[config.mk]
export PLATFORM = sky130hd
export DESIGN_NAME = gdba_cordic
export DESIGN_NICKNAME = d
export VERILOG_FILES = /design/src/rtl/gdba_pkg.sv /design/src/rtl/gdba_cordic.sv
export SDC_FILE = /design/constraint.sdc
export NUM_CORES = 2
export LEC_CHECK = 0
export ABC_AREA = 1
export BUFFER_PORTS_ARGS = -buffer_cell sky130_fd_sc_hd__buf_2
export CORE_UTILIZATION = 40
export CTS_BUF_LIST = sky130_fd_sc_hd__clkbuf_8 sky130_fd_sc_hd__clkbuf_16
export DETAILED_ROUTE_END_ITERATION = 10
export PLACE_DENSITY = 0.66
export SYNTH_ARGS = -nofsm -noshare
export SYNTH_HDL_FRONTEND = slang
export SYNTH_SLANG_ARGS = --single-unit
[constraint.sdc]
create_clock -name clock -period 12.9 [get_ports clock]
set_clock_uncertainty 0.05 [all_clocks]
set_input_delay 1.29 -clock clock [delete_from_list [all_inputs] [get_ports clock]]
set_output_delay 1.29 -clock clock [all_outputs]
set_load 0.01 [all_outputs]
[src/rtl/gdba_pkg.sv]
// ----------------------------------------------------------------------------
// gdba_pkg
// Shared types and constants for the gradient direction band average core.
// ----------------------------------------------------------------------------
package gdba_pkg;

   localparam int DEF_MAX_WIDTH  = 1024;
   localparam int DEF_MAX_HEIGHT = 1024;

   localparam int CFG_W     = 11;
   localparam int PIX_W     = 8;
   localparam int CSR_IDX_W = 1;

   localparam logic [CSR_IDX_W-1:0] CSR_FRAME_WIDTH  = 1'd0;
   localparam logic [CSR_IDX_W-1:0] CSR_FRAME_HEIGHT = 1'd1;
   localparam logic [CFG_W-1:0]     CFG_DIM_RESET    = 11'd1024;

   // band codes
   localparam logic [1:0] BAND_NONE    = 2'd0;
   localparam logic [1:0] BAND_ACUTE   = 2'd1;
   localparam logic [1:0] BAND_OBTUSE  = 2'd2;

   localparam int QUEUE_DEPTH = 4;
   localparam int QC_W        = $clog2(QUEUE_DEPTH + 1);

   // atan unit
   localparam int CORDIC_STEPS = 40;
   localparam int XY_W         = 52;
   localparam int Z_W          = 49;
   localparam int Q_W          = 15;
   localparam int RND_W        = 56;
   localparam int ANGLE_W      = 16;
   localparam logic [63:0] DEG_PER_RAD_E12 = 64'd57295779513082;
   localparam logic [63:0] ANG_E12         = 64'd1000000000000;
   localparam logic [ANGLE_W-1:0] OBTUSE_BASE = 16'd23040;

   typedef struct packed {
      logic [1:0]       band;
      logic [PIX_W-1:0] num;
      logic [PIX_W-1:0] den;
      logic             last;
   } job_type;

   // per-step rotation angle in 1e-12 degree
   function automatic logic [Z_W-2:0] step_angle(input logic [5:0] i);
      logic [63:0] t;
      t = 64'd0;
      case (i)
         6'd0:  t = 64'd45000000000000;
         6'd1:  t = 64'd26565051177078;
         6'd2:  t = 64'd14036243467926;
         6'd3:  t = 64'd7125016348902;
         6'd4:  t = 64'd3576334374997;
         6'd5:  t = 64'd1789910608246;
         6'd6:  t = 64'd895173710211;
         6'd7:  t = 64'd447614170861;
         6'd8:  t = 64'd223810500369;
         6'd9:  t = 64'd111905677066;
         6'd10: t = 64'd55952891894;
         6'd11: t = 64'd27976452617;
         6'd12: t = 64'd13988227142;
         6'd13: t = 64'd6994113675;
         6'd14: t = 64'd3497056851;
         6'd15: t = 64'd1748528427;
         6'd16: t = 64'd874264214;
         6'd17: t = 64'd437132107;
         default: t = (DEG_PER_RAD_E12 + (64'd1 << (i - 6'd1))) >> i;
      endcase
      return t[Z_W-2:0];
   endfunction

endpackage

[src/rtl/gdba_cordic.sv]
// ----------------------------------------------------------------------------
// gdba_cordic
// Iterative vectoring atan(num/den), one rotation per cycle, then a
// reciprocal-multiply rounding to 1/256 degree (scale, estimate, correct).
// ----------------------------------------------------------------------------
module gdba_cordic (
   input  logic                          clock,
   input  logic                          reset,
   input  logic                          start,
   input  logic [gdba_pkg::PIX_W-1:0]    num,
   input  logic [gdba_pkg::PIX_W-1:0]    den,
   output logic                          done,
   output logic [gdba_pkg::Q_W-1:0]      angle
);
   import gdba_pkg::*;

   localparam logic [1:0] ST_IDLE = 2'd0;
   localparam logic [1:0] ST_ROT  = 2'd1;
   localparam logic [1:0] ST_RND  = 2'd2;
   localparam logic [RND_W-1:0] RND_HALF = RND_W'(ANG_E12 / 64'd2);
   // 1e12 = 2^12 * 5^12; floor(2^42 / 5^12)
   localparam logic [27:0] FIVE_12 = 28'd244140625;
   localparam logic [14:0] RCP_K   = 15'd18014;

   logic [1:0]              st_ff, st_in;
   logic [5:0]              i_ff, i_in;
   logic signed [XY_W-1:0]  x_ff, x_in, y_ff, y_in, xs, ys, ymag;
   logic signed [Z_W-1:0]   z_ff, z_in, ang;
   logic [RND_W-1:0]        rem_ff, rem_in;
   logic [Q_W-1:0]          q_ff, q_in;
   logic [Z_W-2:0]          zc;
   logic [46:0]             prod_est;
   logic [43:0]             prod_chk;
   logic                    done_in;

   always_comb begin
      xs   = x_ff >>> i_ff;
      ymag = -y_ff;
      ys   = y_ff[XY_W-1] ? -(ymag >>> i_ff) : (y_ff >>> i_ff);
      ang  = $signed({1'b0, step_angle(i_ff)});
      zc   = z_ff[Z_W-1] ? '0 : z_ff[Z_W-2:0];
      prod_est = 47'(rem_ff[41:10]) * 47'(RCP_K);
      prod_chk = 44'(q_ff + Q_W'(1)) * 44'(FIVE_12);

      st_in   = st_ff;
      i_in    = i_ff;
      x_in    = x_ff;
      y_in    = y_ff;
      z_in    = z_ff;
      rem_in  = rem_ff;
      q_in    = q_ff;
      done_in = 1'b0;
      case (st_ff)
         ST_IDLE: begin
            if (start) begin
               x_in  = XY_W'({den, 40'd0});
               y_in  = XY_W'({num, 40'd0});
               z_in  = '0;
               i_in  = '0;
               st_in = ST_ROT;
            end
         end
         ST_ROT: begin
            if (!y_ff[XY_W-1]) begin
               x_in = x_ff + ys;
               y_in = y_ff - xs;
               z_in = z_ff + ang;
            end else begin
               x_in = x_ff - ys;
               y_in = y_ff + xs;
               z_in = z_ff - ang;
            end
            i_in = i_ff + 6'd1;
            if (i_ff == 6'(CORDIC_STEPS - 1)) begin
               st_in = ST_RND;
            end
         end
         ST_RND: begin
            if (i_ff == 6'(CORDIC_STEPS)) begin
               // scale to 1/256 degree, add the half, drop the 2^12 factor
               rem_in = (RND_W'({zc, 8'd0}) + RND_HALF) >> 12;
               i_in   = i_ff + 6'd1;
            end else if (i_ff == 6'(CORDIC_STEPS + 1)) begin
               // quotient by 5^12 estimate, low by at most one
               q_in = prod_est[46:32];
               i_in = i_ff + 6'd1;
            end else begin
               if (RND_W'(prod_chk) <= rem_ff) begin
                  q_in = q_ff + Q_W'(1);
               end
               st_in   = ST_IDLE;
               done_in = 1'b1;
            end
         end
         default: st_in = ST_IDLE;
      endcase
   end

   always_ff @(posedge clock) begin
      if (reset) begin
         st_ff <= ST_IDLE;
         done  <= 1'b0;
      end else begin
         st_ff <= st_in;
         done  <= done_in;
      end
   end

   always_ff @(posedge clock) begin
      i_ff   <= i_in;
      x_ff   <= x_in;
      y_ff   <= y_in;
      z_ff   <= z_in;
      rem_ff <= rem_in;
      q_ff   <= q_in;
   end

   assign angle = q_ff;

endmodule

Word level (Yosys, flattened, before mapping). Index checks and enable logic that the tools add are counted.

Equality and inequality tests: 27. Bitwise operators: 2. Shifts and indexed selects: 5. Add/sub/neg operators: 14. Magnitude comparators: 1. Multiply operators: 2. Multiplexer cells: 24. Reductions and logical operators: 11.

Operators by type and width (count): case mux 48 bit (18 select lines) (1); two-way mux 52 bit (5); case mux 52 bit (2 select lines) (2); >>> shifter 52 x 6 -> 52 bit (3); adder 52 bit (2); negation 52 bit (2); subtractor 52 bit (2); two-way mux 49 bit (2); case mux 49 bit (2 select lines) (1); adder 46 x 64 -> 64 bit (first input constant) (1); << shifter 1 x 6 -> 64 bit (first input constant) (1); right shift 64 x 6 -> 48 bit (1); adder 56 x 39 -> 56 bit (second input constant) (1); adder 49 bit (1); subtractor 49 bit (1); equality test 6 x 4 -> 1 bit (second input constant) (8); two-way mux 48 bit (1); multiplier 32 x 14 -> 46 bit (second input constant) (1); <= comparator 44 bit (1); multiplier 16 x 28 -> 44 bit (second input constant) (1); two-way mux 15 bit (2); equality test 6 x 3 -> 1 bit (second input constant) (4); equality test 6 bit (second input constant) (3); two-way mux 6 bit (3); 24 further kinds (36).

Input port bits: 19. Flip-flop bits (word level): 221. Logic and storage cells: 94.

Longest topological paths before layout.
Depth after elaboration: 8. Depth in mapped cells: 67.

Least setup slack after synthesis. Ideal clock, no wire load.

Kind: register to register. Start point: register q_ff[0], in the netlist angle[0]. End point: register q_ff[0], in the netlist angle[0] (enable). Data required time: 12.434 ns. Arrival time: 9.670 ns. Path buffers: 0. Clock period less this slack: 10.135 ns. Slack: 2.765 ns. Stages on the path, launching flop included: 51. Cell sequence: edfxtp_1 > nand3_1 > inv_1 > nand2_1 > nor2_1 > inv_1 > nor2_1 > inv_1 > nor2_1 > inv_1 > nor2_1 > inv_1 > nor2_1 > inv_1 > nor3_1 > nand2_1 > nor2_1 > ha_1 > [15 not listed] > o21ai_0 > a31oi_1 > o21a_1 > o21ai_0 > a21boi_0 > o21ai_0 > nand3_1 > nand2_1 > nand2_1 > nand2_1 > xor2_1 > ha_1 > nand4_1 > nor2_1 > inv_1 > nor3_1 > nand4_1 > a311oi_1.

Cells in the longest elaborated chain, start to end: 5.

Ends and longest elaborated chain: start, declared (line gdba_cordic.sv:30) `logic [Q_W-1:0] q_ff, q_in;`; start signal, assigned (line gdba_cordic.sv:115) `q_ff <= q_in;`; adder 15 x 1 -> 16 bit (line gdba_cordic.sv:43) `prod_chk = 44'(q_ff + Q_W'(1)) * 44'(FIVE_12);`; multiplier 16 x 28 -> 44 bit (line gdba_cordic.sv:43); <= comparator 44 bit (line gdba_cordic.sv:88) `if (RND_W'(prod_chk) <= rem_ff) begin`; nonzero test 2 bit (no source line); AND reduction 3 bit (no source line).

No other way between the ends. A chain may end at the register's enable or synchronous reset.

Worst setup path after layout.
Start point: register q_ff[0], in the netlist angle[0]. End point: register q_ff[10], in the netlist angle[10] (enable).

Same word-level chain as after synthesis.

==> results.ini <==
[run_status]
outcome=completed

[place]
dpl.hpwl_um=176000
gp_congestion=1.03
port_buffers=34

[route]
vias=58328
drc=0
drt_iter0_markers=6289
wirelength_um=214000
drt-vias-per-instance=5.67
post_drt_wl_per_cell_um=20.8
dr.pass1.iters=7
ant_nets=0

[global_routing]
grt_pass1_vias=55946
grt-ovfl-total=0
grt_max_degree=152
grtUsageTotal_pct=29.7
grt_pass1_wl_um=326000
antenna_found_initial=0

[yosys]
synth.cells.most_frequent=nand2_1 (2,066), inv_1 (1,287), nand3_1 (780)
synth_top_area_share_pct=14.0
synth_cells=8652
synth_enable_flop_cells=218
ys.flop_type=edfxtp_1
synth_fp_nets=9531
seq_area_frac_synth_pct=11.9
yosys-top-cells-area=nand2_1 (14%), ha_1 (13%), edfxtp_1 (12%)
synth_most_common_cell=nand2_1
post_synth.cell_area_avg_um2=6.42
yosys.area.top_type=nand2_1
ys_warn_count=0
synthesis.area_mm2=0.0555
synth_seq_cells=221
async_reset_ff_share_pct=0
yosysUniqueCellTypes=79

[run]
maxCapViolations=0

[worst_setup_path]
crit_path_end_kind=register
reg2reg_depth=42
max_stage_delay_ps=710
crit_type=reg -> reg
slowest_stage=edfxtp_1
arrival_ps=11280
crit_path_max_fanout=15
crit_required_ps=13180
path_common_cell=inv_1
startpoint_type=register

[clocking]
cts_buffer_depth=3
ctsHtreeMaxLevel=1
clk_latency_ps=700
clock_sinks=221
clk_pin_slew_ps=60
cts_setup_buffers=0
cts_tree=yes
cts_made_buffers=31
cts_root_buf=clkbuf_16
cts_resized=0
holdBufCountCts=0

[hold_path]
holdPathStages=2
hold_class=reg -> reg

[floorplanning]
start_util_pct=40.3
die_x_um=375
core-area_mm2=0.138
row_count=136
die_y_um=375
dieArea_mm2=0.140
ios=35

[sta]
setup_viol=0
worst_slew_pin_slew_ps=1210
max_freq_mhz=90.9
maxSlewHeadroom_pct=18.7
setup_tns_ps=0
finalHoldViolCount=0
finalCritPeriodShare_pct=85.3
finalWorstPathRequiredPeriod_ps=11000
rsz0062_at_grt=false
finalMaxSlewViolations=0

[cells_and_area]
drive_above_1_share_pct=5.23
syn_to_final_growth_pct=4.42
nets=9345

-- worst paths after layout --
check / from / end / slack [ps]
setup / recovery: angle[0] / angle[10] / 1900
hold / removal: st_ff[1] / st_ff[1] / 470
setup reg to reg: angle[0] / angle[10] / 1900
hold reg to reg: st_ff[1] / st_ff[1] / 470
-- cells by family after synthesis --
kind of cell / after synthesis / synth area share, %
simple gates: 4010 / 31.5
xor+xnor: 228 / 3.79
flops: 221 / 11.9
fa+ha+maj: 860 / 23.3
buf+inv: 1638 / 11.6
mux: 112 / 2.02
compound gates: 1583 / 15.9
-- cell usage in the layout (no fill, tap or decap), types with 14 or more instances in the layout --
| master | synthesis | layout |
|---|---|---|
| o21bai_1 | 14 | 14 |
| nor2_2 | 64 | 65 |
| o21ai_0 | 669 | 669 |
| mux2i_1 | 112 | 112 |
| nand3_1 | 780 | 780 |
| or2_2 | 35 | 35 |
| a31oi_1 | 57 | 57 |
| buf_2 | 119 | 34 |
| o211ai_1 | 68 | 68 |
| a21oi_1 | 503 | 502 |
| clkbuf_16 | 0 | 31 |
| edfxtp_1 | 218 | 218 |
| inv_1 | 1287 | 1288 |
| nor3_1 | 72 | 71 |
| xnor2_1 | 60 | 60 |
| buf_4 | 19 | 58 |
| nor2_1 | 723 | 720 |
| o21ai_1 | 69 | 69 |
| ha_1 | 567 | 566 |
| nand3_2 | 27 | 27 |
| nor2_4 | 23 | 25 |
| fa_1 | 293 | 293 |
| nand2_2 | 53 | 53 |
| inv_2 | 27 | 27 |
| nand4_1 | 74 | 74 |
| o221ai_1 | 32 | 32 |
| nor4_1 | 24 | 24 |
| xor2_1 | 155 | 155 |
| nand2_1 | 2066 | 2066 |
| o21a_1 | 62 | 62 |
-- registers in the layout, summed over array words and instances (netlist names) --
register / cells
angle: 15
done: 1
i_ff: 6
rem_ff: 44
st_ff: 2
x_ff: 52
y_ff: 52
z_ff: 49
-- cell type report --
cell class,count,area [µm²]
Fill cell,14696,79700
Multi-Input combinational cell,6793,42500
Sequential cell,221,6610
Inverter,1324,4990
Tap cell,1794,2240
Clock buffer,31,776
Timing Repair Buffer,95,666
Clock inverter,23,156
Antenna cell,1,2.50
-- metrics by stage --
stage	std cells	util [%]	hold slack, ps	setup slack, ps	instance area (µm²)
2_1_floorplan	8652	-	422	2760	55500
3_3_place_gp	10227	41.4	443	2170	57100
3_5_place_dp	10227	41.4	456	1960	57100
4_1_cts	10281	42.1	466	1910	58000
5_1_grt	10281	42.1	486	1070	58000
6_report	10282	42.1	469	1900	58000
-- routing by layer --
| metal | global-route usage [%] | part of all wire, % |
|---|---|---|
| met5 | 0 | 0 |
| met4 | 14.5 | 5.7 |
| met3 | 3.80 | 7.3 |
| met2 | 48.5 | 45 |
| met1 | 38.5 | 42 |
-- worst max-delay path: cells and delay by family (launching register included) --
family	cells	cell delay, ps
adder cells (fa/ha/maj)	8	3250
AO/OA/AOI/OAI	8	2390
buffers and inverters	9	1080
AND/OR/NAND/NOR	15	2570
flip-flops	1	710
XOR/XNOR	2	670
Power is left out: the tool's default activity adds up to more than one toggle a clock period on the data nets, which glitch-free logic cannot reach.
