--- config.mk ---
export PLATFORM = sky130hd
export DESIGN_NAME = gdba_queue
export DESIGN_NICKNAME = d
export VERILOG_FILES = /design/src/rtl/gdba_pkg.sv /design/src/rtl/gdba_queue.sv
export SDC_FILE = /design/constraint.sdc
export NUM_CORES = 1
export LEC_CHECK = 0
export ABC_AREA = 1
export BUFFER_PORTS_ARGS = -buffer_cell sky130_fd_sc_hd__buf_2
export CAP_MARGIN = 0
export CORE_MARGIN = 2
export CORE_UTILIZATION = 60
export CTS_BUF_LIST = sky130_fd_sc_hd__clkbuf_16
export DETAILED_ROUTE_END_ITERATION = 8
export PLACE_DENSITY_LB_ADDON = 0.08
export REMOVE_ABC_BUFFERS = 1
export SETUP_SLACK_MARGIN = 0.5
export SLEW_MARGIN = 10
export SYNTH_ARGS = -nofsm -noshare
export SYNTH_HDL_FRONTEND = slang
export SYNTH_SLANG_ARGS = --single-unit
--- constraint.sdc ---
create_clock -name clock -period 4.2 [get_ports clock]
set_clock_uncertainty 0.15 [all_clocks]
set_input_delay 0 -clock clock [delete_from_list [all_inputs] [get_ports clock]]
set_output_delay 0 -clock clock [all_outputs]
set_load 0.03 [all_outputs]
--- src/rtl/gdba_pkg.sv ---
// ----------------------------------------------------------------------------
// gdba_pkg
// Shared types and constants for the gradient direction band average core.
// ----------------------------------------------------------------------------
package gdba_pkg;

   localparam int DEF_MAX_WIDTH  = 1024;
   localparam int DEF_MAX_HEIGHT = 1024;

   localparam int CFG_W     = 11;
   localparam int PIX_W     = 8;
   localparam int CSR_IDX_W = 1;

   localparam logic [CSR_IDX_W-1:0] CSR_FRAME_WIDTH  = 1'd0;
   localparam logic [CSR_IDX_W-1:0] CSR_FRAME_HEIGHT = 1'd1;
   localparam logic [CFG_W-1:0]     CFG_DIM_RESET    = 11'd1024;

   // band codes
   localparam logic [1:0] BAND_NONE    = 2'd0;
   localparam logic [1:0] BAND_ACUTE   = 2'd1;
   localparam logic [1:0] BAND_OBTUSE  = 2'd2;

   localparam int QUEUE_DEPTH = 4;
   localparam int QC_W        = $clog2(QUEUE_DEPTH + 1);

   // atan unit
   localparam int CORDIC_STEPS = 40;
   localparam int XY_W         = 52;
   localparam int Z_W          = 49;
   localparam int Q_W          = 15;
   localparam int RND_W        = 56;
   localparam int ANGLE_W      = 16;
   localparam logic [63:0] DEG_PER_RAD_E12 = 64'd57295779513082;
   localparam logic [63:0] ANG_E12         = 64'd1000000000000;
   localparam logic [ANGLE_W-1:0] OBTUSE_BASE = 16'd23040;

   typedef struct packed {
      logic [1:0]       band;
      logic [PIX_W-1:0] num;
      logic [PIX_W-1:0] den;
      logic             last;
   } job_type;

   // per-step rotation angle in 1e-12 degree
   function automatic logic [Z_W-2:0] step_angle(input logic [5:0] i);
      logic [63:0] t;
      t = 64'd0;
      case (i)
         6'd0:  t = 64'd45000000000000;
         6'd1:  t = 64'd26565051177078;
         6'd2:  t = 64'd14036243467926;
         6'd3:  t = 64'd7125016348902;
         6'd4:  t = 64'd3576334374997;
         6'd5:  t = 64'd1789910608246;
         6'd6:  t = 64'd895173710211;
         6'd7:  t = 64'd447614170861;
         6'd8:  t = 64'd223810500369;
         6'd9:  t = 64'd111905677066;
         6'd10: t = 64'd55952891894;
         6'd11: t = 64'd27976452617;
         6'd12: t = 64'd13988227142;
         6'd13: t = 64'd6994113675;
         6'd14: t = 64'd3497056851;
         6'd15: t = 64'd1748528427;
         6'd16: t = 64'd874264214;
         6'd17: t = 64'd437132107;
         default: t = (DEG_PER_RAD_E12 + (64'd1 << (i - 6'd1))) >> i;
      endcase
      return t[Z_W-2:0];
   endfunction

endpackage

--- src/rtl/gdba_queue.sv ---
// ----------------------------------------------------------------------------
// gdba_queue
// Small job queue between the pixel front end and the angle back end.
// ----------------------------------------------------------------------------
module gdba_queue (
   input  logic             clock,
   input  logic             reset,
   input  logic             push,
   input  gdba_pkg::job_type push_job,
   input  logic             pop,
   output logic             pop_valid,
   output gdba_pkg::job_type pop_job,
   output logic [gdba_pkg::QC_W-1:0] count
);
   import gdba_pkg::*;

   localparam int PW = $clog2(QUEUE_DEPTH);

   job_type          mem_ff [QUEUE_DEPTH];
   logic [PW-1:0]    wptr_ff, wptr_in;
   logic [PW-1:0]    rptr_ff, rptr_in;
   logic [QC_W-1:0]  cnt_ff, cnt_in;
   logic             do_pop;

   assign do_pop    = pop && (cnt_ff != '0);
   assign pop_valid = (cnt_ff != '0);
   assign pop_job   = mem_ff[rptr_ff];
   assign count     = cnt_ff;

   always_comb begin
      wptr_in = push ? wptr_ff + PW'(1) : wptr_ff;
      rptr_in = do_pop ? rptr_ff + PW'(1) : rptr_ff;
      cnt_in  = cnt_ff + QC_W'(push) - QC_W'(do_pop);
   end

   always_ff @(posedge clock) begin
      if (reset) begin
         wptr_ff <= '0;
         rptr_ff <= '0;
         cnt_ff  <= '0;
      end else begin
         wptr_ff <= wptr_in;
         rptr_ff <= rptr_in;
         cnt_ff  <= cnt_in;
      end
   end

   always_ff @(posedge clock) begin
      if (push) begin
         mem_ff[wptr_ff] <= push_job;
      end
   end

endmodule

Word level (Yosys, flattened, before mapping)
Memory sizes are Yosys's and may differ from the RTL's. A register that Yosys moved wholly into a read port is not among the register bits.
Cells that the tools add are included.
Widths: inputs -> output; s select.
- input port bits: 23
- output and inout bits: 23
- bits in registers: 7
- RAM bits: 76
- memories kept: 1
- memory list (name ; depth ; width ; read ports ; clocked after memory_dff ; write ports ; RTL line ; source):
    mem_ff ; 4 ; 19 ; 1 ; 1 ; 1 ; gdba_queue.sv:19 ; job_type mem_ff [QUEUE_DEPTH];
- add/subtract/negate cells: 4
- muxes and demuxes: 4
- reductions and logical operators: 2
- operator list (operator ; count):
    $add 2x1->2 const B ; 2
    $mux 2 ; 2
    $add 3x1->3 ; 1
    $reduce_bool 3->1 ; 1
    $sub 3x1->3 ; 1
    $mux 1 ; 2
    $logic_and 1x1->1 ; 1

Logic depth before layout (Yosys ltp)
Gate-level depths: netlist of the first run.
- depth in word-level cells: 4
- mapped depth: 9
- mapped depth without buffers: 9

Least setup slack after synthesis of the first run
Ideal clock, no wire load.
- kind: register to register
- start point: register cnt_ff[1], in the netlist count[1]
- end point: register cnt_ff[1], in the netlist count[1]
- arrival: 1.687 ns
- slack: 2.253 ns
- stages on the path, launching flop included: 9
- buffers on the path: 0
- cell sequence: dfxtp_1 nor2_1 a21boi_0 ha_1 inv_1 ha_1 fa_1 inv_1 nor2_1
- word-level cells in the longest chain between the ends: 3
- elaborated cells on any way between the ends: 4
- classes of those cells: add/sub (2); reduce/logical (2)
- RTL lines (what ; RTL line ; source):
    start, declared ; gdba_queue.sv:22 ; logic [QC_W-1:0] cnt_ff, cnt_in;
    start signal, assigned ; gdba_queue.sv:44 ; cnt_ff <= cnt_in;
    $reduce_bool 3->1 ; gdba_queue.sv:25 ; assign do_pop = pop && (cnt_ff != '0);
    $logic_and 1x1->1 ; gdba_queue.sv:25 ;
    via do_pop ; gdba_queue.sv:23 ; logic do_pop;
    $sub 3x1->3 ; gdba_queue.sv:33 ; cnt_in = cnt_ff + QC_W'(push) - QC_W'(do_pop);
    via cnt_in[1] ; gdba_queue.sv:22 ;
The timed path passes the listed nets, and every way through them passes these cells.
A chain may end at the register's enable or synchronous reset.

==> impl_metrics.env, run 1 <==
export IMPL_status="finished, final reports clean"
export IMPL_dr_first_iter_drc_count=141
export IMPL_cts_tree="done"
export IMPL_h_tree_depth=3
export IMPL_reg2reg_from="count[1]"
export IMPL_synth_cell_types=21
export IMPL_end_kind="output port"
export IMPL_power_density_nw_per_um2=590.6
export IMPL_hold_path_end="count[1]"
export IMPL_finalSetupViolations=0
export IMPL_pwr_share_comb_pct=26.7
export IMPL_hold_class="in -> reg"
export IMPL_ir_drop_uv=413.3
export IMPL_clk_path_buf_depth=2
export IMPL_crit_fanout=39
export IMPL_ys_warn_count=0
export IMPL_antenna_found_initial=0
export IMPL_tightest_slew_ns=0.8778
export IMPL_arrival_ns=2.03
export IMPL_area_growth_pct=22.23
export IMPL_pwr_share_clk_pct=31.2
export IMPL_fillers=344
export IMPL_postCtsHoldBufs=23
export IMPL_yosysSeqAreaShare_pct=74.26
export IMPL_synth_seq_cells=85
export IMPL_wirelength_um=6165
export IMPL_synth_xor_area_share_pct=0
export IMPL_clkLatencyLatePin_ns=0.33
export IMPL_cts_buffers=9
export IMPL_io_pins=46
export IMPL_relSlewSlack_pct=41.42
export IMPL_num_rows=27
export IMPL_post_dp_cell_area_um2=3538
export IMPL_clk_pin_slew_ns=0.06
export IMPL_cts_sinks=85
export IMPL_diodes=0
export IMPL_die_w_um=78.34
export IMPL_synth_area_mux_share_pct=0
export IMPL_start_kind="register"
export IMPL_worstHoldStart="reset"
export IMPL_io_buffer_count=45
export IMPL_final_antenna_net_count=0
export IMPL_postSynthAreaPerCell_um2=13.53
export IMPL_min_period_over_period_pct=51.85
export IMPL_timing_fmax_mhz=459.2
export IMPL_synth_top_family_by_area="compound AO/OA/AOI/OAI gates"
export IMPL_final_area_um2=4053
export IMPL_r2r_cells=8
export IMPL_drive_gt1_share_pct=20.69
export IMPL_grt_pass1_vias=2025
export IMPL_min_path_cells=3
export IMPL_synth_compound_area_share_pct=10.83
export IMPL_netlist_area_um2=3316
export IMPL_start_util_pct=61.34
export IMPL_dp_hpwl_um=3198
export IMPL_post_cts_resized=0
export IMPL_finalSetupTns_ns=0
export IMPL_cap_violations=0
export IMPL_finalMaxSlewViolations=0
export IMPL_switchingPower_mw=0.7751
export IMPL_wl_per_cell_um=15.77
export IMPL_synth_fa_ha_area_share_pct=2.868
export IMPL_power_frac_seq_pct=42.1
export IMPL_cts_root_buf="clkbuf_16"
export IMPL_grt_total_usage_pct=21.31
export IMPL_post_route_drc_count=0
export IMPL_p_sw_share_pct=32.38
export IMPL_die_area_um2=6136
export IMPL_final_min_clock_period_ns=2.178
export IMPL_synthCells=245
export IMPL_slowest_delay_ns=0.53
export IMPL_synthSimpleGateAreaFrac_pct=6.981
export IMPL_crit_chain="buf_4, inv_2, o21ai_0, o22ai_1, buf_2"
export IMPL_grtUsageMet2_pct=36.12
export IMPL_met1_usage_pct=26.16
export IMPL_fp_dieH_um=78.34
export IMPL_power_leakage_nw=1.549
export IMPL_place_gp_congestion=0.7046
export IMPL_drtPass1Iterations=4
export IMPL_final_hold_viol_count=0
export IMPL_rr_endpoint="count[0]"
export IMPL_grt_max_degree=40
export IMPL_grt_first_pass_wirelength_um=9570
export IMPL_critPathKind="reg -> out"
export IMPL_cp_data_required_time_ns=4.05
export IMPL_grt_busiest_layer="met2"
export IMPL_cp_slowest_cell="inv_2"
export IMPL_vias=2079
export IMPL_nNetsFinal=344
export IMPL_met3_usage_pct=4.138
export IMPL_post_route_util_pct=74.98
export IMPL_overflow=0
export IMPL_core_area_um2=5405
export IMPL_vias_per_cell=5.317
export IMPL_dp_slack_ns=2.285
export IMPL_setup_ws_ns=2.022
export IMPL_rsz0062_at_grt="false"
export IMPL_cts_setup_buffers=0
export IMPL_hold_worst_slack_ns=0.2511
export IMPL_r2r_slack_ns=2.11
export IMPL_power_internal_mw=1.619
==> cell families (layout without fill, tap and decap cells) <==
family / count (synthesis) / after routing
AO/OA/AOI/OAI: 65 / 65
adder cells (fa/ha/maj): 7 / 7
buffers and inverters: 29 / 103
flip-flops: 85 / 85
AND/OR/NAND/NOR: 59 / 59
==> cells in the mapped netlist <==
| cell | n | area share [%] |
|---|---|---|
| clkbuf_1 | 1 | 0.11 |
| buf_4 | 2 | 0.45 |
| edfxtp_1 | 76 | 69 |
| nand3_1 | 2 | 0.30 |
| nand2_1 | 12 | 1.4 |
| inv_1 | 16 | 1.8 |
| buf_6 | 5 | 1.7 |
| clkbuf_2 | 1 | 0.15 |
| fa_1 | 1 | 0.60 |
| inv_2 | 2 | 0.23 |
| a21boi_0 | 1 | 0.23 |
| o22ai_1 | 19 | 3.6 |
| ha_1 | 6 | 2.3 |
| dfxtp_1 | 9 | 5.4 |
| nor2_2 | 3 | 0.57 |
| o21ai_2 | 2 | 0.53 |
| buf_8 | 1 | 0.45 |
| a21oi_1 | 5 | 0.75 |
| nor2_1 | 42 | 4.8 |
| o21ai_0 | 38 | 5.7 |
| buf_2 | 1 | 0.15 |
==> power groups by stage <==
| stage | logic (mW) | clock network, mW | registers (mW) |
|---|---|---|---|
| after floorplan | 0.390 | 0 | 1.06 |
| after global placement | 0.599 | 0 | 1.02 |
| after detailed placement | 0.613 | 0 | 1.02 |
| after CTS | 0.639 | 0.752 | 1.01 |
| after global routing | 0.700 | 0.787 | 1.01 |
| final | 0.640 | 0.748 | 1.01 |
==> critical path: cells and delay by family (launching register included) <==
kind | cells | cell delay (ns)
buffers and inverters | 3 | 1.00
AO/OA/AOI/OAI | 2 | 0.38
flip-flops | 1 | 0.30
==> state kept, by name, summed over array words and instances (netlist names), named ones only <==
| name | cells |
|---|---|
| count | 3 |
| mem_ff | 76 |
| rptr_ff | 2 |
| wptr_ff | 2 |
==> final cells by class <==
class / count / area [um2] / area share [%]
clock inverter: 7 / 58.81 / 1.451
timing repair buffer: 69 / 462.9 / 11.42
tap: 72 / 90.09 / 2.223
inverter: 18 / 67.56 / 1.667
multi-input combinational: 131 / 685.7 / 16.92
sequential: 85 / 2462 / 60.76
clock buffer: 9 / 225.2 / 5.557
==> routing by layer <==
metal,vias up,wire length (um)
met4,0,112
met2,58,3088
li1,1021,-
met5,-,0
met1,989,2739
met3,11,225
==> how the worst max path moves through the flow <==
stage / start / endpoint / slack (ns) / cells after the start
final: register / pop_job[16] / 2.02 / 5
after global routing: register / pop_job[16] / 1.90 / 5
after global placement: count[1] / count[2] / 2.36 / 8
after detailed placement: count[1] / count[2] / 2.28 / 8
after CTS: register / pop_job[16] / 2.02 / 5
after floorplan: count[1] / count[1] / 2.25 / 8
==> stage by stage <==
step	instances	total power, mW
floorplan	234	1.450
global placement	352	1.621
detailed placement	352	1.637
CTS	391	2.397
global route	391	2.499
finish	391	2.394
==> layout by cell type, fill, tap and decap left out, types with 2 or more instances in the layout <==
master          n
nor2_2          3
clkbuf_16       9
nand2_1        12
o21ai_2         2
dlygate4sd3_1  23
clkinv_2        2
nand3_1         2
o22ai_1        19
a21oi_1         5
nor2_1         42
dfxtp_1         9
ha_1            6
edfxtp_1       76
buf_2          45
inv_1          18
inv_2           2
o21ai_0        38
Note: power is estimated with default switching activity, not from simulation.
==> run 2, diff against run 1 <==
CORE_UTILIZATION = 51   (was 60)
clock period = 2 ns   (was 4.2 ns; I/O delays follow)
==> run 2 against run 1 <==
Net effect:
- final area up 22%
- utilization is 3.2 points higher
- sequential share of layout area is 11 points lower
- critical path type is now reg -> reg
- highest routed layer unchanged
==> impl_metrics.env, run 2 (synthesized netlist as in run 1, its figures left out) <==
export IMPL_cts_tree="done"
export IMPL_finalSetupViolations=0
export IMPL_grt_max_degree=20
export IMPL_timing_fmax_mhz=555.0
export IMPL_cts_root_buf="clkbuf_16"
export IMPL_area_growth_pct=48.94
export IMPL_power_frac_seq_pct=34.1
export IMPL_power_leakage_nw=1.874
export IMPL_dp_cells=364
export IMPL_core_area_um2=6314
export IMPL_vias_per_cell=5.338
export IMPL_start_kind="register"
export IMPL_cts_buffers=9
export IMPL_crit_fanout=2
export IMPL_io_buffer_count=45
export IMPL_post_route_drc_count=0
export IMPL_cts_sinks=85
export IMPL_clk_path_buf_depth=2
export IMPL_clkLatencyLatePin_ns=0.33
export IMPL_drive_gt1_share_pct=39.83
export IMPL_start_util_pct=52.52
export IMPL_wl_per_cell_um=18.42
export IMPL_p_sw_share_pct=32.09
export IMPL_pwr_share_clk_pct=27.4
export IMPL_dr_first_iter_drc_count=170
export IMPL_ir_drop_uv=917.7
export IMPL_hold_class="in -> reg"
export IMPL_power_density_nw_per_um2=1274
export IMPL_finalMaxSlewViolations=0
export IMPL_h_tree_depth=3
export IMPL_post_dp_cell_area_um2=3597
export IMPL_wirelength_um=7848
export IMPL_tightest_slew_ns=0.3000
export IMPL_die_w_um=84.63
export IMPL_antenna_found_initial=0
export IMPL_clk_pin_slew_ns=0.06
export IMPL_dp_hpwl_um=3331
export IMPL_grt_total_usage_pct=22.52
export IMPL_drtPass1Iterations=4
export IMPL_power_internal_mw=4.274
export IMPL_arrival_ns=1.91
export IMPL_finalSetupTns_ns=0
export IMPL_num_rows=29
export IMPL_final_cells=426
export IMPL_final_common_cell="edfxtp_1"
export IMPL_final_cell_mix="edfxtp_1 (76), nor2_1 (32), buf_2 (26)"
export IMPL_switchingPower_mw=2.020
export IMPL_final_area_um2=4938
export IMPL_rsz0062_at_grt="true"
export IMPL_cp_data_required_time_ns=2.11
export IMPL_relSlewSlack_pct=79.79
export IMPL_min_period_over_period_pct=90.09
export IMPL_largest_reg_flops=76
export IMPL_grt_pass1_vias=2359
export IMPL_final_min_clock_period_ns=1.802
export IMPL_critPathKind="reg -> reg"
export IMPL_fp_dieH_um=84.63
export IMPL_hold_worst_slack_ns=0.2475
export IMPL_nNetsFinal=374
export IMPL_overflow=0
export IMPL_io_pins=46
export IMPL_diodes=0
export IMPL_pwr_share_comb_pct=38.4
export IMPL_grt_first_pass_wirelength_um=11910
export IMPL_cap_violations=0
export IMPL_vias=2274
export IMPL_finalPower_mw=6.294
export IMPL_place_gp_congestion=0.7490
export IMPL_regMostFlops="mem_ff"
export IMPL_end_kind="register"
export IMPL_final_hold_viol_count=0
export IMPL_final_antenna_net_count=0
export IMPL_status="finished, final reports clean"
export IMPL_die_area_um2=7162
-- run 2: path summary, 6_finish.rpt --
check / startpoint / end / slack (ns) / cells after the start
min reg2reg: rptr_ff[0] / rptr_ff[0] / 0.34 / 2
max: count[2] / count[1] / 0.20 / 8
max reg2reg: count[2] / count[1] / 0.20 / 8
min: reset / count[1] / 0.25 / 3
-- run 2: routing by layer --
metal	wire length, um	global-route usage (%)	vias up
li1	-	-	1090
met1	3264	28.33	1091
met2	4005	36.65	79
met3	395	6.391	14
met4	182	9.812	0
met5	0	0	-
-- run 2: per-stage QoR --
stage | utilization [%] | setup slack (ns)
floorplan | - | 0.05322
global placement | 56.98 | 0.1520
detailed placement | 56.98 | 0.1144
CTS | 75.58 | 0.1870
global route | 78.22 | 0.1141
finish | 78.22 | 0.1982
-- run 2: final cells by class --
| cell class | instances | area (um2) |
|---|---|---|
| Multi-Input combinational cell | 131 | 894.6 |
| Clock buffer | 9 | 225.2 |
| Timing Repair inverter | 1 | 6.256 |
| Tap cell | 77 | 96.34 |
| Timing Repair Buffer | 98 | 1070 |
| Clock inverter | 7 | 88.84 |
| Inverter | 18 | 85.08 |
| Fill cell | 357 | 1375 |
| Sequential cell | 85 | 2472 |
-- run 2: what timing repair did --
item / CTS / global route
gates cloned: 10 / 1
hold endpoints to repair: 85 / 0
gates resized for setup: 105 / 37
setup endpoints to repair: 21 / 79
hold buffers: 22 / 0
pin swaps: 34 / 19
setup buffers: 12 / 1
-- run 2: worst max-delay path: stages (launching register included) --
cell      delay (ns)
dfxtp_2         0.33
nor2_4          0.11
a21boi_1        0.07
ha_1            0.26
inv_1           0.04
ha_2            0.16
fa_2            0.51
inv_1           0.04
nor2_1          0.07
-- run 2: power groups by stage --
stage	Sequential, mW	Combinational [mW]	Clock (mW)
2_1_floorplan	2.23	0.819	0
3_3_place_gp	2.13	1.32	0
3_5_place_dp	2.13	1.33	0
4_1_cts	2.13	2.22	1.74
5_1_grt	2.16	2.56	1.83
6_report	2.15	2.42	1.73
