==> config.mk <==
export PLATFORM = sky130hd
export DESIGN_NAME = gdba_back
export DESIGN_NICKNAME = d
export VERILOG_FILES = /design/src/rtl/gdba_pkg.sv /design/src/rtl/gdba_back.sv
export SDC_FILE = /design/constraint.sdc
export NUM_CORES = 1
export LEC_CHECK = 0
export BUFFER_PORTS_ARGS = -buffer_cell sky130_fd_sc_hd__buf_2
export CORE_UTILIZATION = 62
export DETAILED_ROUTE_END_ITERATION = 16
export PLACE_DENSITY_LB_ADDON = 0.12
export SYNTH_ARGS = -nofsm -noshare
export SYNTH_HDL_FRONTEND = slang
export SYNTH_SLANG_ARGS = --single-unit
==> constraint.sdc <==
create_clock -name clock -period 11.25 [get_ports clock]
set_input_delay 0.5625 -clock clock [delete_from_list [all_inputs] [get_ports clock]]
set_output_delay 0.5625 -clock clock [all_outputs]
set_load 0.005 [all_outputs]
==> src/rtl/gdba_pkg.sv <==
// ----------------------------------------------------------------------------
// gdba_pkg
// Shared types and constants for the gradient direction band average core.
// ----------------------------------------------------------------------------
package gdba_pkg;

   localparam int DEF_MAX_WIDTH  = 1024;
   localparam int DEF_MAX_HEIGHT = 1024;

   localparam int CFG_W     = 11;
   localparam int PIX_W     = 8;
   localparam int CSR_IDX_W = 1;

   localparam logic [CSR_IDX_W-1:0] CSR_FRAME_WIDTH  = 1'd0;
   localparam logic [CSR_IDX_W-1:0] CSR_FRAME_HEIGHT = 1'd1;
   localparam logic [CFG_W-1:0]     CFG_DIM_RESET    = 11'd1024;

   // band codes
   localparam logic [1:0] BAND_NONE    = 2'd0;
   localparam logic [1:0] BAND_ACUTE   = 2'd1;
   localparam logic [1:0] BAND_OBTUSE  = 2'd2;

   localparam int QUEUE_DEPTH = 4;
   localparam int QC_W        = $clog2(QUEUE_DEPTH + 1);

   // atan unit
   localparam int CORDIC_STEPS = 40;
   localparam int XY_W         = 52;
   localparam int Z_W          = 49;
   localparam int Q_W          = 15;
   localparam int RND_W        = 56;
   localparam int ANGLE_W      = 16;
   localparam logic [63:0] DEG_PER_RAD_E12 = 64'd57295779513082;
   localparam logic [63:0] ANG_E12         = 64'd1000000000000;
   localparam logic [ANGLE_W-1:0] OBTUSE_BASE = 16'd23040;

   typedef struct packed {
      logic [1:0]       band;
      logic [PIX_W-1:0] num;
      logic [PIX_W-1:0] den;
      logic             last;
   } job_type;

   // per-step rotation angle in 1e-12 degree
   function automatic logic [Z_W-2:0] step_angle(input logic [5:0] i);
      logic [63:0] t;
      t = 64'd0;
      case (i)
         6'd0:  t = 64'd45000000000000;
         6'd1:  t = 64'd26565051177078;
         6'd2:  t = 64'd14036243467926;
         6'd3:  t = 64'd7125016348902;
         6'd4:  t = 64'd3576334374997;
         6'd5:  t = 64'd1789910608246;
         6'd6:  t = 64'd895173710211;
         6'd7:  t = 64'd447614170861;
         6'd8:  t = 64'd223810500369;
         6'd9:  t = 64'd111905677066;
         6'd10: t = 64'd55952891894;
         6'd11: t = 64'd27976452617;
         6'd12: t = 64'd13988227142;
         6'd13: t = 64'd6994113675;
         6'd14: t = 64'd3497056851;
         6'd15: t = 64'd1748528427;
         6'd16: t = 64'd874264214;
         6'd17: t = 64'd437132107;
         default: t = (DEG_PER_RAD_E12 + (64'd1 << (i - 6'd1))) >> i;
      endcase
      return t[Z_W-2:0];
   endfunction

endpackage

==> src/rtl/gdba_back.sv <==
// ----------------------------------------------------------------------------
// gdba_back
// Runs queued jobs through the atan unit, accumulates per band and at
// frame end divides sums by counts into the result register.
// ----------------------------------------------------------------------------
module gdba_back #(
   parameter int MAX_WIDTH  = gdba_pkg::DEF_MAX_WIDTH,
   parameter int MAX_HEIGHT = gdba_pkg::DEF_MAX_HEIGHT
) (
   input  logic                        clock,
   input  logic                        reset,
   input  logic                        job_valid,
   input  gdba_pkg::job_type           job,
   output logic                        job_pop,
   output logic                        atan_start,
   output logic [gdba_pkg::PIX_W-1:0]  atan_num,
   output logic [gdba_pkg::PIX_W-1:0]  atan_den,
   input  logic                        atan_done,
   input  logic [gdba_pkg::Q_W-1:0]    atan_angle,
   output logic                        rsp_valid,
   input  logic                        rsp_stall,
   output logic [13:0]                 rsp_acute_avg,
   output logic [15:0]                 rsp_obtuse_avg,
   output logic [19:0]                 rsp_acute_count,
   output logic [19:0]                 rsp_obtuse_count,
   output logic                        rsp_acute_valid,
   output logic                        rsp_obtuse_valid
);
   import gdba_pkg::*;

   localparam int CNT_W = $clog2(MAX_WIDTH * MAX_HEIGHT + 1);
   localparam int SUM_W = CNT_W + ANGLE_W;

   localparam logic [2:0] ST_IDLE = 3'd0;
   localparam logic [2:0] ST_ATAN = 3'd1;
   localparam logic [2:0] ST_PREP = 3'd2;
   localparam logic [2:0] ST_DIV  = 3'd3;
   localparam logic [2:0] ST_OUT  = 3'd4;

   logic [2:0]          st_ff, st_in;
   logic [1:0]          band_ff;
   logic                last_ff;
   logic [SUM_W-1:0]    asum_ff, asum_in, osum_ff, osum_in;
   logic [CNT_W-1:0]    acnt_ff, acnt_in, ocnt_ff, ocnt_in;
   logic [SUM_W-1:0]    arem_ff, arem_in, orem_ff, orem_in;
   logic [SUM_W-1:0]    aden_ff, aden_in, oden_ff, oden_in;
   logic [ANGLE_W-1:0]  aq_ff, aq_in, oq_ff, oq_in, ang;
   logic [3:0]          step_ff, step_in;
   logic                rsp_valid_ff, rsp_valid_in, load_out;

   assign atan_num   = job.num;
   assign atan_den   = job.den;
   assign ang        = (band_ff == BAND_OBTUSE) ? OBTUSE_BASE + ANGLE_W'(atan_angle)
                                                : ANGLE_W'(atan_angle);

   always_comb begin
      st_in      = st_ff;
      asum_in    = asum_ff;
      osum_in    = osum_ff;
      acnt_in    = acnt_ff;
      ocnt_in    = ocnt_ff;
      arem_in    = arem_ff;
      orem_in    = orem_ff;
      aden_in    = aden_ff;
      oden_in    = oden_ff;
      aq_in      = aq_ff;
      oq_in      = oq_ff;
      step_in    = step_ff;
      job_pop    = 1'b0;
      atan_start = 1'b0;
      load_out   = 1'b0;
      case (st_ff)
         ST_IDLE: begin
            if (job_valid) begin
               job_pop = 1'b1;
               if (job.band != BAND_NONE) begin
                  atan_start = 1'b1;
                  st_in      = ST_ATAN;
               end else begin
                  st_in = ST_PREP;
               end
            end
         end
         ST_ATAN: begin
            if (atan_done) begin
               if (band_ff == BAND_ACUTE) begin
                  asum_in = asum_ff + SUM_W'(ang);
                  acnt_in = acnt_ff + CNT_W'(1);
               end else begin
                  osum_in = osum_ff + SUM_W'(ang);
                  ocnt_in = ocnt_ff + CNT_W'(1);
               end
               st_in = last_ff ? ST_PREP : ST_IDLE;
            end
         end
         ST_PREP: begin
            arem_in = asum_ff;
            orem_in = osum_ff;
            aden_in = {acnt_ff, {(ANGLE_W-1){1'b0}}, 1'b0} >> 1;
            oden_in = {ocnt_ff, {(ANGLE_W-1){1'b0}}, 1'b0} >> 1;
            aq_in   = '0;
            oq_in   = '0;
            step_in = '0;
            st_in   = ST_DIV;
         end
         ST_DIV: begin
            // restoring divide, one quotient bit per band per cycle
            if (arem_ff >= aden_ff) begin
               arem_in = arem_ff - aden_ff;
               aq_in   = {aq_ff[ANGLE_W-2:0], 1'b1};
            end else begin
               aq_in   = {aq_ff[ANGLE_W-2:0], 1'b0};
            end
            if (orem_ff >= oden_ff) begin
               orem_in = orem_ff - oden_ff;
               oq_in   = {oq_ff[ANGLE_W-2:0], 1'b1};
            end else begin
               oq_in   = {oq_ff[ANGLE_W-2:0], 1'b0};
            end
            aden_in = aden_ff >> 1;
            oden_in = oden_ff >> 1;
            step_in = step_ff + 4'd1;
            if (step_ff == 4'(ANGLE_W - 1)) begin
               st_in = ST_OUT;
            end
         end
         ST_OUT: begin
            if (!rsp_valid_ff) begin
               load_out = 1'b1;
               asum_in  = '0;
               osum_in  = '0;
               acnt_in  = '0;
               ocnt_in  = '0;
               st_in    = ST_IDLE;
            end
         end
         default: st_in = ST_IDLE;
      endcase
      rsp_valid_in = load_out || (rsp_valid_ff && rsp_stall);
   end

   always_ff @(posedge clock) begin
      if (reset) begin
         st_ff        <= ST_IDLE;
         asum_ff      <= '0;
         osum_ff      <= '0;
         acnt_ff      <= '0;
         ocnt_ff      <= '0;
         rsp_valid_ff <= 1'b0;
      end else begin
         st_ff        <= st_in;
         asum_ff      <= asum_in;
         osum_ff      <= osum_in;
         acnt_ff      <= acnt_in;
         ocnt_ff      <= ocnt_in;
         rsp_valid_ff <= rsp_valid_in;
      end
   end

   always_ff @(posedge clock) begin
      arem_ff <= arem_in;
      orem_ff <= orem_in;
      aden_ff <= aden_in;
      oden_ff <= oden_in;
      aq_ff   <= aq_in;
      oq_ff   <= oq_in;
      step_ff <= step_in;
      if (job_pop) begin
         band_ff <= job.band;
         last_ff <= job.last;
      end
      if (load_out) begin
         rsp_acute_avg    <= (acnt_ff != '0) ? aq_ff[13:0] : 14'd0;
         rsp_obtuse_avg   <= (ocnt_ff != '0) ? oq_ff : 16'd0;
         rsp_acute_count  <= 20'(acnt_ff);
         rsp_obtuse_count <= 20'(ocnt_ff);
         rsp_acute_valid  <= (acnt_ff != '0);
         rsp_obtuse_valid <= (ocnt_ff != '0);
      end
   end

   assign rsp_valid = rsp_valid_ff;

endmodule
* Word-level counts from Yosys, hierarchy flattened
Index checks and enable logic that the tools add are counted.
** Storage, ports and cells
- Flip-flop bits (word level) :: 377
- Bits of input ports :: 39
- Output and inout port bits :: 91
- Word-level logic and storage cells :: 99
** Cells by class
- Add/sub/neg operators :: 8
- Order comparisons :: 2
- Equal/unequal tests :: 15
- Mux-type cells :: 40
- Reduce and logical (&&, ||, !) cells :: 13
** Operators with widths (number)
- case mux 37 bit (2 select lines) :: 6
- 2-to-1 mux 37 bit :: 7
- 2-to-1 mux 21 bit :: 5
- case mux 21 bit (2 select lines) :: 2
- adder 37 x 16 -> 37 bit :: 2
- greater-or-equal comparator 37 bit :: 2
- subtractor 37 bit :: 2
- adder 21 x 1 -> 21 bit, second input constant :: 2
- nonzero test 21 bit :: 2
- case mux 16 bit (2 select lines) :: 1
- case mux 14 bit (2 select lines) :: 1
- adder 15 x 15 -> 16 bit, first input constant :: 1
- 2-to-1 mux 16 bit :: 1
- != test 2 bit, second input constant :: 8
- case mux 3 bit (5 select lines) :: 1
- 2-to-1 mux 3 bit :: 4
- AND reduction 4 bit :: 3
- 2-to-1 mux 1 bit :: 9
- case mux 4 bit (2 select lines) :: 1
- equality test 3 x 2 -> 1 bit, second input constant :: 2
- nonzero test 2 bit :: 3
- adder 4 x 1 -> 4 bit, second input constant :: 1
- equality test 4 bit, second input constant :: 1
- 2-to-1 mux 2 bit :: 2
- other kinds (8) :: 9

* Depth between registers and ports, before layout
Gate-level depths: netlist (run 1).
- Depth after elaboration :: 6
- Mapped depth :: 13
- Mapped depth without buffers :: 12

* Least setup slack after synthesis (run 1)
OpenSTA, ideal clock, no wires.
- Path type :: flip-flop to flip-flop
- From :: register st_ff[1]
- To :: register orem_ff[0], enable pin
- Arrival :: 7.437 ns
- Path slack :: 3.369 ns
- Stages on the path, launching flop included :: 5
- Period minus slack after synthesis :: 7.881 ns
- Cells stage by stage :: dfxtp_1 clkinv_1 nor2_1 o31ai_1 a21oi_1
** Between the ends
- Longest elaborated chain between the ends :: 3
- Elaborated cells between the ends (all ways) :: 5
- Those cells by class :: 3 x eq/ne; 2 x reduce/logical
** RTL lines
- from (decl) :: RTL line gdba_back.sv:40 : logic [2:0] st_ff, st_in;
- from (signal assigned) :: RTL line gdba_back.sv:151 : st_ff <= st_in;
- equality test 3 x 2 -> 1 bit :: RTL line gdba_back.sv:72 : case (st_ff)
- != test 2 bit (no line) or nonzero test 2 bit (tied branches)
- AND reduction 2 bit (no line) *
- to (signal assigned) :: RTL line gdba_back.sv:162 : orem_ff <= orem_in;
- to (decl) :: RTL line gdba_back.sv:45 : logic [SUM_W-1:0] arem_ff, arem_in, orem_ff, orem_in;
Every way passes the cells marked *; elsewhere a longest branch is shown, timed or not.
A chain may end at the register's enable or synchronous reset.

* Worst setup path in the final report (run 1)
- From :: register arem_ff[6]
- To :: register arem_ff[7], enable pin
** Between the ends
- Longest elaborated chain between the ends :: 3
** RTL lines
- from (decl) :: RTL line gdba_back.sv:45
- from (signal assigned) :: RTL line gdba_back.sv:161 : arem_ff <= arem_in;
- greater-or-equal comparator 37 bit :: RTL line gdba_back.sv:108 : if (arem_ff >= aden_ff) begin
- != test 2 bit (no line)
- AND reduction 2 bit (no line)
Every way passes these cells.

==> flow_metrics.tcl, run 1 <==
set metrics [dict create \
    outcome "complete, no violations" \
    cp.arrival_ps 4430 \
    netSwitchingFraction_pct 31.1 \
    p_seq_share_pct 41.7 \
    cp-end-kind "flip-flop" \
    postCtsSetupRepairBufs 0 \
    antenna_found_initial 1 \
    worstPathMaxFanout 37 \
    syn_nets 2431 \
    place_area_sq_um 22100 \
    fin_crit_ps 4240 \
    power_switching_w 0.00124 \
    final_nets 2465 \
    grt_pass1_vias 16600 \
    cell_internal_pwr_w 0.00274 \
    clockBufferDepth 3 \
    hold_depth 1 \
    reg2reg_from "arem_ff[6]" \
    first_pass_iters 5 \
    core_area_sq_um 33800 \
    fin_setup_tns_ps 0 \
    rows 67 \
    synth_commonest_cells "262 x nand2_1, 255 x edfxtp_1, 191 x nor2_1, 161 x o21ai_0, 157 x a21oi_1" \
    hold_path_class "in -> reg" \
    avgSynthCellArea_sq_um 9.41 \
    synth_top_area_share_pct 35.8 \
    ys_seq_area_share_pct 47.0 \
    r2r_cells 10 \
    p_leak_nw 9.19 \
    dieHeight_um 188 \
    numPortBuffers 97 \
    rsz0062_at_grt "no" \
    yosysMostFrequentCell "nand2_1" \
    clkSinkCount 375 \
    hold_viol_final 0 \
    synth.distinct_cells 77 \
    antenna_left 0 \
    drive_gt1_share_pct 9.10 \
    yosys.area.top_type "edfxtp_1" \
    worstSetupPathType "reg -> reg" \
    critPathLaunchType "flip-flop" \
    setup_violations 0 \
    ctsRootBufferMaster "clkbuf_16" \
    dieArea_sq_um 35300 \
    synth_area_leaders "edfxtp_1 36%, dfxtp_1 11%, ha_1 6.7%" \
    start_util_pct 63.3 \
    finalCritPeriodShare_pct 37.7 \
    hold_path_end "last_ff" \
    synth_cells 2274 \
    clockPowerShare_pct 34.2 \
    vias 17200 \
    gp_congestion 0.925 \
    rrSetupSlack_ps 7010 \
    overflow 0 \
    slew_violations 0 \
    r2r_end "arem_ff[7]" \
    routed_wl_mm 52.3 \
    drc 0 \
    ys.warnings.count 0 \
    io_pins 130 \
    htree_levels 2 \
    grt_max_degree 117 \
    fin_area_sq_um 23500 \
    cts_tree "built" \
    n_antenna_cell 0 \
    cts_buffers 41 \
    ys.flop_type "edfxtp_1" \
    power.density_nw_per_um2 170 \
    ir_drop_mv 0.127 \
    insertion_delay_ps 560 \
    skew_ps 17.0 \
    fmaxAchievable_mhz 236 \
    syn2layout_area_growth_pct 9.62 \
    worst_pin_slew_ps 1130 \
    cp_data_required_time_ps 11440 \
    relSlewSlack_pct 24.2 \
    netlist_area_sq_um 21400 \
    grt_pass1_wl_mm 85.0 \
    clk_pin_slew_ps 60 \
    cap_violations 0 \
    cts_resized 0 \
    vias_per_cell 6.16 \
    async_flop_share_pct 0 \
    avgRoutedWirePerCell_um 18.7 \
    die_x_um 188 \
    ctsHoldBuffers 0 \
    grt_use_total_pct 29.6 \
    comb_power_share_pct 24.1 \
    hp-start "job[0]" \
    hpwlAfterDp_mm 36.1 \
    drt-initial-drc-count 1385 \
    synth_edf_count 255 \
    synth-seq-cells 375 \
]
## power by group through the flow
stage	logic [W]	clock network, W	registers (W)
6_report	0.000959	0.00136	0.00166
5_1_grt	0.00106	0.00143	0.00167
4_1_cts	0.000945	0.00138	0.00166
3_5_place_dp	0.000935	0	0.00169
3_3_place_gp	0.000918	0	0.00168
2_1_floorplan	0.000720	0	0.00168
## cells in the final DEF (no fill, tap or decap), drive strengths merged, types with 6 or more instances in the layout
cell type,count
a211o,14
a211oi,17
a21boi,7
a21o,51
a21oi,157
a22oi,11
a31oi,12
and2,43
and3,26
and4,16
buf,110
clkbuf,54
clkinv,14
dfxtp,120
edfxtp,255
ha,114
inv,128
mux2i,13
nand2,262
nand2b,16
nand3,62
nand3b,6
nand4,41
nor2,191
nor2b,51
nor3,38
nor4,20
o2111ai,9
o211ai,21
o21a,23
o21ai,165
o21bai,13
o31a,6
o31ai,25
or2,15
or3,22
or4,15
xnor2,39
xor2,66
## cell type report
cell class | instances | area [sq um]
multi-input combinational | 1653 | 10400
clock inverter | 22 | 249
timing repair buffer | 110 | 583
fill | 2632 | 10300
tap | 448 | 561
clock buffer | 54 | 1100
inverter | 127 | 477
sequential | 375 | 10100
## per-layer routing
metal / wire length, um / GRT usage (%) / vias up / part of all wire, %
met5: 0 / 0 / - / 0
met4: 1570 / 10.7 / 0 / 3.0
met3: 3220 / 4.21 / 115 / 6.2
met2: 23900 / 47.2 / 578 / 46
met1: 23600 / 41.4 / 8190 / 45
li1: - / - / 8296 / -
## worst max-delay path, stage by stage (launching register included)
cell and delay (ps):
edfxtp_1 370, ha_1 370, inv_1 80, nor3_1 620, o211ai_1 270, a21boi_0 550, o2111ai_1 250, a21oi_1 290
o21ai_0 230, a311oi_4 290, buf_4 540
## registers in the layout, summed over array words and instances (netlist names), 21 cells and up
| signal | flops |
|---|---|
| arem_ff | 37 |
| asum_ff | 37 |
| orem_ff | 37 |
| osum_ff | 37 |
| aden_ff | 36 |
| oden_ff | 36 |
| acnt_ff | 21 |
| ocnt_ff | 21 |
## cells by family after synthesis
kind of cell	synth area share (%)
compound gates	17.1
xor+xnor	4.30
fa+ha+maj	7.04
buf+inv	4.65
flops	47.0
mux	0.661
simple gates	19.2
## stage by stage
| stage | setup slack [ps] | instances | hold slack (ps) | total power [W] | utilization [%] |
|---|---|---|---|---|---|
| global route | 6860 | 2789 | 175 | 0.00416 | 69.4 |
| CTS | 7140 | 2789 | 168 | 0.00398 | 69.4 |
| floorplan | 3370 | 2274 | 406 | 0.00240 | - |
| finish | 7010 | 2789 | 183 | 0.00398 | 69.4 |
| detailed placement | 7180 | 2713 | 474 | 0.00262 | 65.4 |
| global placement | 7340 | 2713 | 460 | 0.00260 | 65.4 |
## worst max path at each step
stage	cells past startpoint	from	slack, ps	end
after floorplan	4	st_ff[1]	3370	orem_ff[0]
after global placement	10	arem_ff[6]	7340	arem_ff[6]
after detailed placement	10	arem_ff[8]	7180	arem_ff[6]
after CTS	10	arem_ff[6]	7140	arem_ff[24]
after global routing	10	arem_ff[6]	6860	arem_ff[18]
final	10	arem_ff[6]	7010	arem_ff[7]
Note: power is estimated with default switching activity, not from simulation.
==> inputs of run 2 (changes only) <==
--- a/config.mk
+++ b/config.mk
@@ -6,7 +6,7 @@
 export NUM_CORES = 1
 export LEC_CHECK = 0
 export BUFFER_PORTS_ARGS = -buffer_cell sky130_fd_sc_hd__buf_2
-export CORE_UTILIZATION = 62
+export CORE_UTILIZATION = 56
 export DETAILED_ROUTE_END_ITERATION = 16
 export PLACE_DENSITY_LB_ADDON = 0.12
 export SYNTH_ARGS = -nofsm -noshare
==> constraint.sdc (replaced) <==
create_clock -name clock -period 3.6 [get_ports clock]
set_input_delay 0.18 -clock clock [delete_from_list [all_inputs] [get_ports clock]]
set_output_delay 0.18 -clock clock [all_outputs]
set_load 0.005 [all_outputs]
==> run 2 against run 1 <==
Against the previous run:
- first-iteration DRC count decreased by 7.3%
- critical endpoint unchanged
- critical path depth unchanged
- final cell count increased by 3.3%
- fmax increased by 28%
==> flow_metrics.tcl, run 2 (synthesized netlist as in run 1, its figures left out) <==
set metrics [dict create \
    n_antenna_cell 0 \
    cp-end-kind "flip-flop" \
    cts_buffers 41 \
    ir_drop_mv 0.336 \
    final_util_pct 63.6 \
    start_util_pct 56.8 \
    final_nets 2494 \
    hold_path_class "in -> reg" \
    pre_cts_slack_ps 345 \
    grt_pass1_vias 15900 \
    outcome "complete, no violations" \
    vias 17100 \
    htree_levels 2 \
    dp_cells 2801 \
    grt_max_degree 108 \
    ctsRootBufferMaster "clkbuf_16" \
    hold_viol_final 0 \
    rrSetupSlack_ps 280 \
    whs_ps 86.2 \
    stdcell_count 2881 \
    p_leak_nw 9.43 \
    insertion_delay_ps 580 \
    r2r_cells 10 \
    drive_gt1_share_pct 10.5 \
    critPathLaunchType "flip-flop" \
    io_pins 130 \
    gp_congestion 0.895 \
    core_area_sq_um 37700 \
    final_cell_mix "261 x nand2_1, 255 x edfxtp_1, 189 x nor2_1" \
    clk_pin_slew_ps 60 \
    clockBufferDepth 3 \
    avgRoutedWirePerCell_um 18.1 \
    fin_crit_ps 3320 \
    dieHeight_um 197 \
    mostFrequentLayoutCell "nand2_1" \
    cap_violations 0 \
    overflow 0 \
    relSlewSlack_pct 17.4 \
    die_x_um 197 \
    rows 71 \
    antenna_found_initial 0 \
    rsz0062_at_grt "no" \
    fin_setup_tns_ps 0 \
    cts_resized 0 \
    setup_violations 0 \
    grt_pass1_wl_mm 83.5 \
    hold_depth 4 \
    worstPathMaxFanout 31 \
    dieArea_sq_um 39000 \
    syn2layout_area_growth_pct 11.9 \
    cts_tree "built" \
    slew_violations 0 \
    cp.arrival_ps 3590 \
    fmaxAchievable_mhz 301 \
    first_pass_iters 6 \
    antenna_left 0 \
    grt_use_total_pct 26.9 \
    drt-initial-drc-count 1284 \
    worstSetupPathType "reg -> reg" \
    drc 0 \
    reg2reg_from "arem_ff[7]" \
    r2r_end "arem_ff[7]" \
    hold_path_end "asum_ff[0]" \
    worst_pin_slew_ps 1230 \
    skew_ps 21.6 \
    routed_wl_mm 52.1 \
    hpwlAfterDp_mm 36.6 \
    clkSinkCount 375 \
    power.density_nw_per_um2 532 \
    hp-start "atan_angle[0]" \
    layout_setup_ws_ps 280 \
    finalCritPeriodShare_pct 92.2 \
    cp_data_required_time_ps 3870 \
    numPortBuffers 97 \
    vias_per_cell 5.95 \
]
==> run 2: cell count changes in the layout (fill, tap and decap cells not counted), moves of 4 or more <==
cell,change
buf_12,+6
clkinv_1,-6
clkinv_2,+4
clkbuf_1,-5
buf_4,+19
dlygate4sd3_1,+4
==> run 2: how the worst max path moves through the flow <==
stage	start	to	slack (ps)	depth (start not counted)
2_1_floorplan	st_ff[1]	orem_ff[0]	30	4
3_3_place_gp	arem_ff[6]	arem_ff[7]	400	10
3_5_place_dp	arem_ff[6]	arem_ff[9]	350	10
4_1_cts	arem_ff[7]	arem_ff[6]	320	10
5_1_grt	aden_ff[8]	arem_ff[7]	20	11
6_report	arem_ff[7]	arem_ff[7]	280	10
==> run 2: routing by layer <==
metal | vias to the layer above | part of all wire (%) | GRT usage, %
met4 | 0 | 2.0 | 6.89
met1 | 8219 | 47 | 39.0
met2 | 517 | 45 | 41.5
li1 | 8341 | - | -
met5 | - | 0 | 0
met3 | 64 | 6.3 | 4.80
==> run 2: final cells by class <==
class,count,area (sq um)
fillers,3237,13700
multi-input cells,1653,10400
flip-flops and latches,375,10100
clock buffers,53,1160
repair buffers,139,886
well taps,511,639
inverters,127,482
clock inverters,23,289
==> run 2: stage by stage <==
step                total power (W)  instance area, sq um
floorplan                   0.00749                 21400
CTS                          0.0128                 23900
global placement            0.00822                 22400
global route                 0.0134                 23900
finish                       0.0127                 23900
detailed placement          0.00827                 22400
==> run 2: what timing repair did <==
item	in CTS	in global routing
buffers inserted	0	0
hold buffers	4	0
hold endpoints to repair	4	0
==> run 2: worst max-delay path, stage by stage, from the launching register on <==
cell	delay, ps
edfxtp_1	370
ha_1	370
nand2_1	100
nor3_1	290
o211ai_1	200
a21boi_0	310
o2111ai_1	240
a21oi_1	280
o21ai_0	210
a311oi_4	360
buf_12	260
==> run 2: power breakdown <==
part / total, W / internal, W / leakage (nW) / switching [W]
logic: 0.00307 / 0.00111 / 5.28 / 0.00196
registers: 0.00517 / 0.00503 / 3.43 / 0.000142
clock network: 0.00451 / 0.00267 / 0.718 / 0.00184
